$ cat config.mk
export PLATFORM = sky130hd
export DESIGN_NAME = joystick_cursor_mover
export DESIGN_NICKNAME = d
export VERILOG_FILES = /design/src/rtl/jcm_pkg.sv /design/src/rtl/jcm_ctrl.sv /design/src/rtl/jcm_dp.sv /design/src/rtl/joystick_cursor_mover.sv
export SDC_FILE = /design/constraint.sdc
export NUM_CORES = 2
export LEC_CHECK = 0
export BUFFER_PORTS_ARGS = -buffer_cell sky130_fd_sc_hd__buf_2
export CELL_PAD_IN_SITES_DETAIL_PLACEMENT = 0
export CELL_PAD_IN_SITES_GLOBAL_PLACEMENT = 1
export CORE_UTILIZATION = 52
export CTS_BUF_LIST = sky130_fd_sc_hd__clkbuf_8
export CTS_CLUSTER_SIZE = 30
export DETAILED_ROUTE_END_ITERATION = 7
export PLACE_DENSITY = 0.81
export SLEW_MARGIN = 10
export SYNTH_ARGS = -nofsm -noshare
export SYNTH_HDL_FRONTEND = slang
export SYNTH_HIERARCHICAL = 1
export SYNTH_SLANG_ARGS = --single-unit
$ cat constraint.sdc
create_clock -name aclk -period 14.9 [get_ports aclk]
set_clock_uncertainty 0.05 [all_clocks]
set_input_delay 2.235 -clock aclk [delete_from_list [all_inputs] [get_ports aclk]]
set_output_delay 2.235 -clock aclk [all_outputs]
set_load 0.03 [all_outputs]
$ cat src/rtl/jcm_pkg.sv
package jcm_pkg;

    // Register map of the configuration port
    typedef enum logic [1:0] {
        REG_REST_RADIUS = 2'd0,
        REG_FAST_GAIN   = 2'd1,
        REG_SLOW_GAIN   = 2'd2,
        REG_HOLD_DELAY  = 2'd3
    } jcm_reg_t;

    localparam logic [14:0] REST_RADIUS_RST = 15'd25000;
    localparam logic [31:0] FAST_GAIN_RST   = 32'd35791;
    localparam logic [31:0] SLOW_GAIN_RST   = 32'd7158;
    localparam logic [15:0] HOLD_DELAY_RST  = 16'd500;

    // Full-scale stick radius
    localparam logic [14:0] STICK_FULL = 15'd32767;

    // Integer root of a sum of two 16-bit squares: 16 result bits, one per step
    localparam int          ROOT_STEPS     = 16;
    localparam logic [31:0] ROOT_FIRST_BIT = 32'h4000_0000;

    typedef enum logic [3:0] {
        OP_IDLE,
        OP_LOAD,
        OP_SQX,
        OP_SQY,
        OP_SQD,
        OP_TEST,
        OP_ROOT,
        OP_OVER,
        OP_MX1,
        OP_MX2,
        OP_MY1,
        OP_MY2,
        OP_DINIT,
        OP_DIV,
        OP_MOVE
    } jcm_op_t;

    typedef struct packed {
        jcm_op_t op;
    } jcm_cmd_t;

    typedef struct packed {
        logic active;
        logic out_free;
    } jcm_status_t;

    typedef struct packed {
        logic [14:0] rest_radius;
        logic [31:0] fast_gain;
        logic [31:0] slow_gain;
        logic [15:0] hold_delay_ms;
    } jcm_cfg_t;

endpackage

$ cat src/rtl/jcm_ctrl.sv
module jcm_ctrl #(
    parameter int DIV_STEPS = 28
) (
    input  logic                 aclk,
    input  logic                 aresetn,
    input  logic                 s_tvalid,
    output logic                 s_tready,
    input  jcm_pkg::jcm_status_t status,
    output jcm_pkg::jcm_cmd_t    cmd
);

    localparam int MAX_STEPS = (DIV_STEPS > jcm_pkg::ROOT_STEPS) ? DIV_STEPS
                                                                  : jcm_pkg::ROOT_STEPS;
    localparam int CW = (MAX_STEPS > 1) ? $clog2(MAX_STEPS) : 1;
    localparam logic [CW-1:0] ROOT_LAST = CW'(jcm_pkg::ROOT_STEPS - 1);
    localparam logic [CW-1:0] DIV_LAST  = CW'(DIV_STEPS - 1);

    typedef enum logic [3:0] {
        S_IDLE,
        S_SQX,
        S_SQY,
        S_SQD,
        S_TEST,
        S_ROOT,
        S_OVER,
        S_MX1,
        S_MX2,
        S_MY1,
        S_MY2,
        S_DINIT,
        S_DIV,
        S_MOVE
    } state_t;

    state_t          state_reg;
    logic            ready_reg;
    logic [CW-1:0]   cnt_reg;

    assign s_tready = ready_reg;

    always_ff @(posedge aclk) begin
        if (!aresetn) begin
            state_reg <= S_IDLE;
            ready_reg <= 1'b0;
            cnt_reg   <= '0;
        end else begin
            unique case (state_reg)
                S_IDLE: begin
                    if (!ready_reg) begin
                        ready_reg <= 1'b1;
                    end else if (s_tvalid) begin
                        ready_reg <= 1'b0;
                        state_reg <= S_SQX;
                    end
                end
                S_SQX:  state_reg <= S_SQY;
                S_SQY:  state_reg <= S_SQD;
                S_SQD:  state_reg <= S_TEST;
                S_TEST: begin
                    cnt_reg   <= '0;
                    // resting stick skips root, gain and divide
                    state_reg <= status.active ? S_ROOT : S_MOVE;
                end
                S_ROOT: begin
                    if (cnt_reg == ROOT_LAST) begin
                        state_reg <= S_OVER;
                    end else begin
                        cnt_reg <= cnt_reg + 1'b1;
                    end
                end
                S_OVER: state_reg <= S_MX1;
                S_MX1:  state_reg <= S_MX2;
                S_MX2:  state_reg <= S_MY1;
                S_MY1:  state_reg <= S_MY2;
                S_MY2:  state_reg <= S_DINIT;
                S_DINIT: begin
                    cnt_reg   <= '0;
                    state_reg <= S_DIV;
                end
                S_DIV: begin
                    if (cnt_reg == DIV_LAST) begin
                        state_reg <= S_MOVE;
                    end else begin
                        cnt_reg <= cnt_reg + 1'b1;
                    end
                end
                S_MOVE: begin
                    // hold until the output register can take the item
                    if (status.out_free) begin
                        state_reg <= S_IDLE;
                        ready_reg <= 1'b1;
                    end
                end
                default: state_reg <= S_IDLE;
            endcase
        end
    end

    always_comb begin
        cmd.op = jcm_pkg::OP_IDLE;
        unique case (state_reg)
            S_IDLE:  cmd.op = (ready_reg && s_tvalid) ? jcm_pkg::OP_LOAD : jcm_pkg::OP_IDLE;
            S_SQX:   cmd.op = jcm_pkg::OP_SQX;
            S_SQY:   cmd.op = jcm_pkg::OP_SQY;
            S_SQD:   cmd.op = jcm_pkg::OP_SQD;
            S_TEST:  cmd.op = jcm_pkg::OP_TEST;
            S_ROOT:  cmd.op = jcm_pkg::OP_ROOT;
            S_OVER:  cmd.op = jcm_pkg::OP_OVER;
            S_MX1:   cmd.op = jcm_pkg::OP_MX1;
            S_MX2:   cmd.op = jcm_pkg::OP_MX2;
            S_MY1:   cmd.op = jcm_pkg::OP_MY1;
            S_MY2:   cmd.op = jcm_pkg::OP_MY2;
            S_DINIT: cmd.op = jcm_pkg::OP_DINIT;
            S_DIV:   cmd.op = jcm_pkg::OP_DIV;
            S_MOVE:  cmd.op = status.out_free ? jcm_pkg::OP_MOVE : jcm_pkg::OP_IDLE;
            default: cmd.op = jcm_pkg::OP_IDLE;
        endcase
    end

endmodule

$ cat src/rtl/jcm_dp.sv
module jcm_dp #(
    parameter int COORD_BITS    = 16,
    parameter int FRACTION_BITS = 24
) (
    input  logic                         aclk,
    input  logic                         aresetn,
    input  jcm_pkg::jcm_cmd_t            cmd,
    output jcm_pkg::jcm_status_t         status,
    input  jcm_pkg::jcm_cfg_t            cfg,
    input  logic signed [15:0]           stick_x,
    input  logic signed [15:0]           stick_y,
    input  logic signed [COORD_BITS-1:0] cursor_x,
    input  logic signed [COORD_BITS-1:0] cursor_y,
    input  logic [31:0]                  now_ms,
    input  logic                         m_tready,
    output logic                         m_tvalid,
    output logic signed [COORD_BITS-1:0] new_cursor_x,
    output logic signed [COORD_BITS-1:0] new_cursor_y,
    output logic                         stick_active
);

    localparam int SH  = 32 - FRACTION_BITS;        // drop of the Q0.32 gain down to Q.F
    localparam int NW  = 63 - SH;                   // quotient (step magnitude) width
    localparam int NWE = NW + (NW % 2);             // padded to whole radix-4 digits
    localparam int PW  = ((COORD_BITS > 32) ? COORD_BITS : 32) + FRACTION_BITS + 3;
    localparam int IW  = PW - FRACTION_BITS;

    localparam logic signed [IW-1:0] SAT_HI = IW'((64'sd1 <<< (COORD_BITS - 1)) - 64'sd1);
    localparam logic signed [IW-1:0] SAT_LO = IW'(-(64'sd1 <<< (COORD_BITS - 1)));

    // Two restoring divide steps: remainder stays below d, so 15 bits hold it
    function automatic logic [NWE+14:0] div_step2(
        input logic [14:0]    r,
        input logic [NWE-1:0] q,
        input logic [14:0]    d
    );
        logic [15:0]    t;
        logic [14:0]    rr;
        logic [NWE-1:0] qq;
        rr = r;
        qq = q;
        for (int i = 0; i < 2; i++) begin
            t  = {rr, qq[NWE-1]};
            qq = {qq[NWE-2:0], 1'b0};
            if (t >= {1'b0, d}) begin
                t     = t - {1'b0, d};
                qq[0] = 1'b1;
            end
            rr = t[14:0];
        end
        return {rr, qq};
    endfunction

    // Position = cursor + carry +/- step, split toward zero, then clamp
    function automatic logic [COORD_BITS+FRACTION_BITS:0] move_axis(
        input logic signed [COORD_BITS-1:0]  cur,
        input logic signed [FRACTION_BITS:0] car,
        input logic [NW-1:0]                 mag,
        input logic                          neg
    );
        logic signed [PW-1:0]     pos;
        logic signed [IW-1:0]     ip;
        logic [FRACTION_BITS-1:0] frac;
        logic signed [IW-1:0]     outv;
        logic [FRACTION_BITS:0]   rest;
        pos = (PW'(cur) <<< FRACTION_BITS) + PW'(car);
        if (neg) begin
            pos = pos - PW'(mag);
        end else begin
            pos = pos + PW'(mag);
        end
        ip   = pos[PW-1:FRACTION_BITS];
        frac = pos[FRACTION_BITS-1:0];
        if (pos[PW-1] && (frac != '0)) begin
            outv = ip + IW'(1);
            rest = {1'b1, frac};
        end else begin
            outv = ip;
            rest = {1'b0, frac};
        end
        if (outv > SAT_HI) begin
            outv = SAT_HI;
            rest = '0;
        end else if (outv < SAT_LO) begin
            outv = SAT_LO;
            rest = '0;
        end
        return {outv[COORD_BITS-1:0], rest};
    endfunction

    // Item registers
    logic signed [COORD_BITS-1:0] cx_reg, cy_reg;
    logic [31:0]                  now_reg;
    logic [15:0]                  ax_reg, ay_reg;
    logic                         negx_reg, negy_reg;
    logic                         act_reg;

    // Shared multiplier and intermediate values
    logic [63:0]    prod_reg;
    logic [31:0]    lensq_reg;
    logic [31:0]    gain_reg;
    logic [31:0]    rv_reg, res_reg, rbit_reg;
    logic [15:0]    over_reg;
    logic [NWE-1:0] qx_reg, qy_reg;
    logic [14:0]    rx_reg, ry_reg;

    // Carried state
    logic [31:0]                  slow_until_reg;
    logic signed [FRACTION_BITS:0] carry_x_reg, carry_y_reg;

    // Output register
    logic                         ovalid_reg;
    logic                         oact_reg;
    logic signed [COORD_BITS-1:0] ox_reg, oy_reg;

    logic [31:0] mul_a, mul_b;
    logic [63:0] mul_p;
    logic [15:0] ax_w, ay_w;
    logic        lens_gt;
    logic [14:0] denom;
    logic [31:0] trial;
    logic        root_ge;
    logic [NWE+14:0] divx_w, divy_w;
    logic [COORD_BITS+FRACTION_BITS:0] movx_w, movy_w;

    assign ax_w    = stick_x[15] ? (~stick_x + 16'd1) : stick_x;
    assign ay_w    = stick_y[15] ? (~stick_y + 16'd1) : stick_y;
    assign lens_gt = lensq_reg > prod_reg[31:0];
    assign denom   = (cfg.rest_radius == jcm_pkg::STICK_FULL) ? 15'd1
                                                              : jcm_pkg::STICK_FULL - cfg.rest_radius;
    assign trial   = res_reg + rbit_reg;
    assign root_ge = rv_reg >= trial;
    assign divx_w  = div_step2(rx_reg, qx_reg, denom);
    assign divy_w  = div_step2(ry_reg, qy_reg, denom);
    assign movx_w  = move_axis(cx_reg, carry_x_reg, qx_reg[NW-1:0], negx_reg);
    assign movy_w  = move_axis(cy_reg, carry_y_reg, qy_reg[NW-1:0], negy_reg);

    always_comb begin
        mul_a = '0;
        mul_b = '0;
        case (cmd.op) inside
            jcm_pkg::OP_SQX: begin
                mul_a = 32'(ax_reg);
                mul_b = 32'(ax_reg);
            end
            jcm_pkg::OP_SQY: begin
                mul_a = 32'(ay_reg);
                mul_b = 32'(ay_reg);
            end
            jcm_pkg::OP_SQD: begin
                mul_a = 32'(cfg.rest_radius);
                mul_b = 32'(cfg.rest_radius);
            end
            jcm_pkg::OP_MX1: begin
                mul_a = 32'(over_reg);
                mul_b = 32'(ax_reg);
            end
            jcm_pkg::OP_MY1: begin
                mul_a = 32'(over_reg);
                mul_b = 32'(ay_reg);
            end
            jcm_pkg::OP_MX2, jcm_pkg::OP_MY2: begin
                mul_a = prod_reg[31:0];
                mul_b = gain_reg;
            end
            default: begin
                mul_a = '0;
                mul_b = '0;
            end
        endcase
    end

    assign mul_p = mul_a * mul_b;

    assign status.active   = lens_gt;
    assign status.out_free = !ovalid_reg || m_tready;

    always_ff @(posedge aclk) begin
        unique case (cmd.op) inside
            jcm_pkg::OP_LOAD: begin
                cx_reg   <= cursor_x;
                cy_reg   <= cursor_y;
                now_reg  <= now_ms;
                ax_reg   <= ax_w;
                ay_reg   <= ay_w;
                negx_reg <= stick_x[15];
                negy_reg <= !stick_y[15];
            end
            jcm_pkg::OP_SQX: prod_reg <= mul_p;
            jcm_pkg::OP_SQY: begin
                prod_reg  <= mul_p;
                lensq_reg <= prod_reg[31:0];
            end
            jcm_pkg::OP_SQD: begin
                prod_reg  <= mul_p;
                lensq_reg <= lensq_reg + prod_reg[31:0];
            end
            jcm_pkg::OP_TEST: begin
                // keep the flag off the output register until the final step
                act_reg  <= lens_gt;
                gain_reg <= (now_reg >= slow_until_reg) ? cfg.fast_gain : cfg.slow_gain;
                rv_reg   <= lensq_reg;
                res_reg  <= '0;
                rbit_reg <= jcm_pkg::ROOT_FIRST_BIT;
                qx_reg   <= '0;
                qy_reg   <= '0;
            end
            jcm_pkg::OP_ROOT: begin
                if (root_ge) begin
                    rv_reg  <= rv_reg - trial;
                    res_reg <= (res_reg >> 1) + rbit_reg;
                end else begin
                    res_reg <= res_reg >> 1;
                end
                rbit_reg <= rbit_reg >> 2;
            end
            jcm_pkg::OP_OVER: begin
                over_reg <= (res_reg > 32'(cfg.rest_radius))
                            ? 16'(res_reg - 32'(cfg.rest_radius)) : 16'd0;
            end
            jcm_pkg::OP_MX1, jcm_pkg::OP_MX2, jcm_pkg::OP_MY2: prod_reg <= mul_p;
            jcm_pkg::OP_MY1: begin
                prod_reg <= mul_p;
                qx_reg   <= NWE'(prod_reg[62:SH]);
            end
            jcm_pkg::OP_DINIT: begin
                qy_reg <= NWE'(prod_reg[62:SH]);
                rx_reg <= '0;
                ry_reg <= '0;
            end
            jcm_pkg::OP_DIV: begin
                {rx_reg, qx_reg} <= divx_w;
                {ry_reg, qy_reg} <= divy_w;
            end
            jcm_pkg::OP_MOVE: begin
                ox_reg   <= movx_w[COORD_BITS+FRACTION_BITS:FRACTION_BITS+1];
                oy_reg   <= movy_w[COORD_BITS+FRACTION_BITS:FRACTION_BITS+1];
                oact_reg <= act_reg;
            end
            default: ;
        endcase
    end

    always_ff @(posedge aclk) begin
        if (!aresetn) begin
            slow_until_reg <= '0;
            carry_x_reg    <= '0;
            carry_y_reg    <= '0;
            ovalid_reg     <= 1'b0;
        end else begin
            // resting stick restarts the slow phase
            if ((cmd.op == jcm_pkg::OP_TEST) && !lens_gt) begin
                slow_until_reg <= now_reg + 32'(cfg.hold_delay_ms);
            end
            if (cmd.op == jcm_pkg::OP_MOVE) begin
                carry_x_reg <= movx_w[FRACTION_BITS:0];
                carry_y_reg <= movy_w[FRACTION_BITS:0];
                ovalid_reg  <= 1'b1;
            end else if (m_tready) begin
                ovalid_reg <= 1'b0;
            end
        end
    end

    assign m_tvalid     = ovalid_reg;
    assign new_cursor_x = ox_reg;
    assign new_cursor_y = oy_reg;
    assign stick_active = oact_reg;

endmodule

$ cat src/rtl/joystick_cursor_mover.sv
// Channel   Dir  Payload                                              Handshake
// s_        in   stick_x, stick_y, cursor_x, cursor_y, now_ms          tvalid/tready
// m_        out  new_cursor_x, new_cursor_y, stick_active              tvalid/tready
// cfg_      in   rest_radius, fast_gain, slow_gain, hold_delay_ms      cfg_wr_en
//
// One item at a time. From accept to result, a moving stick runs 16 root steps and
// DIV_STEPS = ceil((31+F)/2) radix-4 divide steps, both axes divided side by side;
// a resting stick skips the root, gain and divide steps.
// s_tready rises at the edge the result enters the output register, which holds it
// while m_tready is low; a full output register stalls the final step.
// aresetn is synchronous, active low; s_tready rises in the cycle after reset is released.
module joystick_cursor_mover #(
    parameter int COORD_BITS    = 16,
    parameter int FRACTION_BITS = 24,
    localparam int S_W = ((64 + 2 * COORD_BITS + 7) / 8) * 8,
    localparam int M_W = ((2 * COORD_BITS + 1 + 7) / 8) * 8
) (
    input  logic           aclk,
    input  logic           aresetn,
    input  logic           s_tvalid,
    output logic           s_tready,
    // stick_x[16], stick_y[16], cursor_x[COORD_BITS], cursor_y[COORD_BITS], now_ms[32]
    input  logic [S_W-1:0] s_tdata,
    output logic           m_tvalid,
    input  logic           m_tready,
    // new_cursor_x[COORD_BITS], new_cursor_y[COORD_BITS], stick_active[1]
    output logic [M_W-1:0] m_tdata,
    input  logic           cfg_wr_en,
    input  logic [1:0]     cfg_index,
    input  logic [31:0]    cfg_wdata
);

    localparam int NW        = 31 + FRACTION_BITS;
    localparam int DIV_STEPS = (NW + (NW % 2)) / 2;

    jcm_pkg::jcm_cfg_t    cfg_reg;
    jcm_pkg::jcm_cmd_t    cmd;
    jcm_pkg::jcm_status_t status;

    logic signed [COORD_BITS-1:0] new_cursor_x, new_cursor_y;
    logic                         stick_active;

    always_ff @(posedge aclk) begin
        if (!aresetn) begin
            cfg_reg.rest_radius   <= jcm_pkg::REST_RADIUS_RST;
            cfg_reg.fast_gain     <= jcm_pkg::FAST_GAIN_RST;
            cfg_reg.slow_gain     <= jcm_pkg::SLOW_GAIN_RST;
            cfg_reg.hold_delay_ms <= jcm_pkg::HOLD_DELAY_RST;
        end else if (cfg_wr_en) begin
            unique case (jcm_pkg::jcm_reg_t'(cfg_index))
                jcm_pkg::REG_REST_RADIUS: cfg_reg.rest_radius   <= cfg_wdata[14:0];
                jcm_pkg::REG_FAST_GAIN:   cfg_reg.fast_gain     <= cfg_wdata;
                jcm_pkg::REG_SLOW_GAIN:   cfg_reg.slow_gain     <= cfg_wdata;
                jcm_pkg::REG_HOLD_DELAY:  cfg_reg.hold_delay_ms <= cfg_wdata[15:0];
                default: ;
            endcase
        end
    end

    jcm_ctrl #(
        .DIV_STEPS (DIV_STEPS)
    ) u_ctrl (
        .aclk     (aclk),
        .aresetn  (aresetn),
        .s_tvalid (s_tvalid),
        .s_tready (s_tready),
        .status   (status),
        .cmd      (cmd)
    );

    jcm_dp #(
        .COORD_BITS    (COORD_BITS),
        .FRACTION_BITS (FRACTION_BITS)
    ) u_dp (
        .aclk         (aclk),
        .aresetn      (aresetn),
        .cmd          (cmd),
        .status       (status),
        .cfg          (cfg_reg),
        .stick_x      (s_tdata[15:0]),
        .stick_y      (s_tdata[31:16]),
        .cursor_x     (s_tdata[32+COORD_BITS-1:32]),
        .cursor_y     (s_tdata[32+2*COORD_BITS-1:32+COORD_BITS]),
        .now_ms       (s_tdata[32+2*COORD_BITS+31:32+2*COORD_BITS]),
        .m_tready     (m_tready),
        .m_tvalid     (m_tvalid),
        .new_cursor_x (new_cursor_x),
        .new_cursor_y (new_cursor_y),
        .stick_active (stick_active)
    );

    assign m_tdata = M_W'({stick_active, new_cursor_y, new_cursor_x});

    // one item in flight: no second accept right after one
    assert property (@(posedge aclk) disable iff (!aresetn)
        (s_tvalid && s_tready) |=> !s_tready)
        else $error("item accepted while previous item in flight");

    // a result shows up only as the controller returns to idle
    assert property (@(posedge aclk) disable iff (!aresetn)
        $rose(m_tvalid) |-> $rose(s_tready))
        else $error("result appeared outside the final step");

    assert property (@(posedge aclk) disable iff (!aresetn)
        (cmd.op == jcm_pkg::OP_MOVE) |-> status.out_free)
        else $error("final step issued while output register is full");

    assert property (@(posedge aclk) disable iff (!aresetn)
        (cmd.op == jcm_pkg::OP_LOAD) |-> (s_tvalid && s_tready))
        else $error("input load without handshake");

endmodule

---- After elaboration in Yosys (flattened, before gate mapping) ----
Index checks and enable logic that the tools add are counted.
cells by class
  $add $sub $neg .......................... 22
  reductions and logical operators ........ 31
  muxes and demuxes ....................... 65
  bitwise operators ....................... 2
  $mul .................................... 1
  equality and inequality tests ........... 41
  $lt $le $gt $ge ......................... 12
operators by type and width
  operator                                                                            count
  32-bit two-way mux                                                                  15
  56-bit case mux with 3 select lines                                                 2
  32-bit case mux with 2 select lines                                                 4
  25-bit two-way mux                                                                  6
  59-bit by 55-bit adder with 59-bit output                                           2
  59-bit two-way mux                                                                  2
  59-bit by 55-bit subtractor with 59-bit output                                      2
  4-bit case mux with 14 select lines                                                 2
  15-bit two-way mux                                                                  7
  40-bit by 25-bit adder with 41-bit output                                           2
  35-bit by 2-bit adder with 35-bit output (second input constant)                    2
  35-bit by 16-bit greater-than comparator with 1-bit output (second input constant)  2
  35-bit by 16-bit less-than comparator with 1-bit output (second input constant)     2
  35-bit two-way mux                                                                  2
  32-bit adder                                                                        2
  16-bit by 15-bit >= comparator with 1-bit output                                    4
  32-bit >= comparator                                                                2
  32-bit by 32-bit multiplier with 63-bit output                                      1
  15-bit case mux with 2 select lines                                                 2
  15-bit subtractor                                                                   4
  4-bit equality test (second input constant)                                         13
  24-bit nonzero test                                                                 2
  16-bit by 1-bit adder with 16-bit output (second input constant)                    2
  31-bit by 32-bit adder with 32-bit output                                           1
  other kinds (36)                                                                    89
word-level totals
  logic and storage cells ................. 209
  output and inout bits ................... 42
  flip-flop bits (word level) ............. 701
  bits of input ports ..................... 135

---- Logic depth before layout (Yosys ltp) ----
  depth after elaboration ................. 13
  depth in mapped cells ................... 46

---- By module ----
Netlist, hierarchy kept.
by module, submodules not included
  module                 area each (um^2)  cells each  times used  seq. area each (um^2)
  jcm_dp                 78565.4           8852        1           16585.9
  joystick_cursor_mover  3782.4            374         1           1901.8
  jcm_ctrl               683.2             86          1           200.2

---- Worst setup path after synthesis ----
OpenSTA, ideal clock, no wires.
  kind .................................... input -> register
  start point ............................. in m_tready
  end point ............................... reg u_dp.prod_reg[61], data pin
  data arrival time ....................... 13.601 ns
  stages on the path ...................... 41
  data required time ...................... 14.586 ns
  slack ................................... 0.985 ns
  buffers on the path ..................... 3
  path through ............................ nand2b_1 > inv_1 > a21oi_1 > o21ai_0 > a21oi_1 > nand2b_1 > or3_1 > clkbuf_1 > nand2_1 > nor2_1 > a2111oi_0 > clkbuf_1 > nand2_1 > fa_1 > fa_1 > fa_1 > fa_1 > inv_1 > [5 not listed] > inv_1 > ha_1 > clkbuf_1 > a21o_1 > a21o_1 > a21oi_1 > o21a_1 > nor2_1 > a211oi_1 > nor2b_1 > a2111oi_0 > a21oi_1 > o41ai_1 > o41ai_1 > a21o_1 > a21o_1 > a221oi_1 > xnor2_1
RTL lines
  what                  line                         RTL
  start, declared       joystick_cursor_mover.sv:25  input logic m_tready,
  end signal, assigned  jcm_dp.sv:189                jcm_pkg::OP_SQX: prod_reg <= mul_p;
  end signal, assigned  jcm_dp.sv:191                prod_reg <= mul_p;
  end signal, assigned  jcm_dp.sv:195                prod_reg <= mul_p;
  end, declared         jcm_dp.sv:99                 logic [63:0] prod_reg;

==> impl_metrics.toml <==
[logic_synthesis]
netlist_area_um2 = 83030
yosysWarningCount = 6
synthTopCellsByArea = "fa_1, edfxtp_1, ha_1"
ys_ff_latch = 685
synth_cell_types = 110
synth_ff_type = "edfxtp_1"
synth_top_cell_by_area = "fa_1"
synth_top_area_share_pct = 21.87
async_reset_ff_share_pct = 0
synth_area_per_cell_um2 = 8.917
syn_inst = 9312
synth_edf_count = 497
synth-seq-area-share_pct = 22.51

[power_and_ir_drop]
p_leak_nw = 40.00
powerDensity_nw_per_um2 = 230.8
ir_drop_uv = 609.1

[clock_tree]
cts_tree = "yes"
clk_latency_ns = 0.90
root_buffer = "clkbuf_8"
postCtsHoldBufs = 0
clkSlewWorstSetupHoldPaths_ns = 0.06
cts_buffer_depth = 3
cts_sinks = 685
post_cts_buffers = 0
htreeDepth = 4
cts_resized = 0
cts_made_buffers = 134

[sta]
layout_min_cycle_time_ns = 14.02
drv_slew = 0
setup_viol_count_final = 0
setup_tns_ns = 0
timing.final.crit_share_pct = 94.06
finalHoldViolCount = 0
rsz0062_at_grt = "no"
max_freq_mhz = 71.35
tightest_slew_ns = 1.351
slew_headroom_pct = 9.912

[routing]
vias = 69520
drtIter0Drc = 5724
antenna_left = 0
drc = 0
firstDrtPassIters = 6
drt-wirelength-per-cell_um = 24.73
routed_via_density = 5.980
wl_um = 287600

[final_layout]
multi_input_area_um2 = 58530
nets = 11140
finish.instance_area_um2 = 89520
mostFrequentLayoutCells = "inv_1, nor2_1, nand2_1, fa_1, ha_1"
fillers = 14520
final_common_cell = "inv_1"
layout-drive-gt1-share_pct = 8.327
seq_area_um2 = 18690
largest_reg_flops = 95
area_growth_pct = 7.810

[floorplanning]
die_area_um2 = 161300
chipHeight_um = 401.6
ios = 177
chipWidth_um = 401.6
fp.coreArea_um2 = 158400
fp-row-count = 146
start_util_pct = 52.43

[job]
drv_cap = 0

[setup_path]
crit_type = "primary input to flip-flop"
crit_path_max_incr_delay_ns = 0.66
slowest_stage = "fa_1"
crit_arrival_ns = 14.60
path_max_fanout = 50
crit_top_cell = "fa_1"
cp_top_family = "adder cells"
required_ns = 15.48
endpoint_kind = "flip-flop"
setup.worst_path.start_class = "primary input"
crit_buf_inv = 10

[placed_design]
place.gp.congestion = 1.000
hpwl_um = 228000
dpl_cell_area_um2 = 86670
portBuffers = 169

[grt]
grt_max_degree = 108
grtUsageTotal_pct = 35.64
grt_pass1_wl_um = 432800
grt_pass1_vias = 70110
gr-total-overflow = 0
antenna_found_initial = 16

[outcome]
status = "complete, no violations"

[hold_path]
hp-class = "flip-flop to flip-flop"
tightest hold or removal path, delay by kind of cell (launching register included):
kind	cells	cell delay, ns
and+or+nand+nor	2	0.09
DFF	1	0.32
cell usage after synthesis, drive strengths merged (21+ instances only):
cell type	n
inv	1159
nor2	1079
nand2	1003
fa	907
ha	661
edfxtp	497
a21oi	433
o21ai	430
xnor2	367
clkbuf	317
dfxtp	188
a21o	174
mux2i	143
nand3	137
xor2	134
nor3	125
nor2b	116
a22o	107
nand2b	91
buf	87
nand4	86
and3	75
o21bai	72
a211oi	68
and2	59
a31oi	56
or3	56
o21a	55
nor4	52
o211ai	52
mux2	47
o31ai	41
or2	35
a2111oi	27
a21boi	27
o22ai	24
a31o	23
or4	21
final cells by class:
| class | count | share of cell area [%] |
|---|---|---|
| Multi-Input combinational cell | 7068 | 65.38 |
| Sequential cell | 685 | 20.88 |
| Inverter | 1161 | 4.868 |
| Tap cell | 2072 | 2.896 |
| Timing Repair Buffer | 386 | 2.832 |
| Clock buffer | 145 | 2.229 |
| Clock inverter | 102 | 0.8932 |
| Antenna cell | 8 | 0.02236 |
report_power, final:
part | internal (mW) | total [mW] | switching [mW] | leakage (nW)
clock | 1.06 | 2.02 | 0.959 | 1.59
sequential | 2.75 | 3.18 | 0.440 | 6.29
combinational | 5.74 | 15.5 | 9.71 | 32.1
total | 9.54 | 20.7 | 11.1 | 40.0
worst paths after layout:
kind                             start              endpoint  slack (ns)  cells after the start
hold reg to reg   u_dp/carry_y_reg[23]  u_dp/carry_y_reg[23]        0.40                      2
hold / removal    u_dp/carry_y_reg[23]  u_dp/carry_y_reg[23]        0.40                      2
setup reg to reg   u_ctrl/state_reg[0]     u_dp/prod_reg[61]        1.73                     39
setup / recovery              m_tready     u_dp/prod_reg[61]        0.88                     43
kinds of logic (layout without fill, tap and decap cells):
logic type	count (synthesis)	count (layout)	synth area share, %
DFF	685	685	22.51
muxes	190	190	2.361
xor gates and xnor gates	501	501	5.285
other	1	15	0.004516
buffers and inverters	1565	1794	7.290
adders and majority gates	1568	1568	31.83
and+or+nand+nor	3027	3027	16.54
AOI/OAI and AO/OA	1775	1775	14.18
layer usage:
metal	routed length, µm	track usage [%]
met3	23750	7.313
met1	114300	44.89
met4	18150	19.80
met2	131300	57.23
met5	69	0
through the flow:
stage | util (%) | std cells | total power, mW | setup slack, ns | hold slack, ns
floorplan | - | 9318 | 13.43 | 0.9853 | 0.3503
global placement | 54.72 | 11370 | 17.87 | 0.4644 | 0.3827
detailed placement | 54.72 | 11370 | 18.28 | 0.2285 | 0.3914
CTS | 56.49 | 11620 | 20.37 | 1.121 | 0.4031
global route | 56.52 | 11630 | 22.26 | 0.5961 | 0.4216
finish | 56.52 | 11630 | 20.66 | 0.8848 | 0.4000
Note: power is estimated with default switching activity, not from simulation.
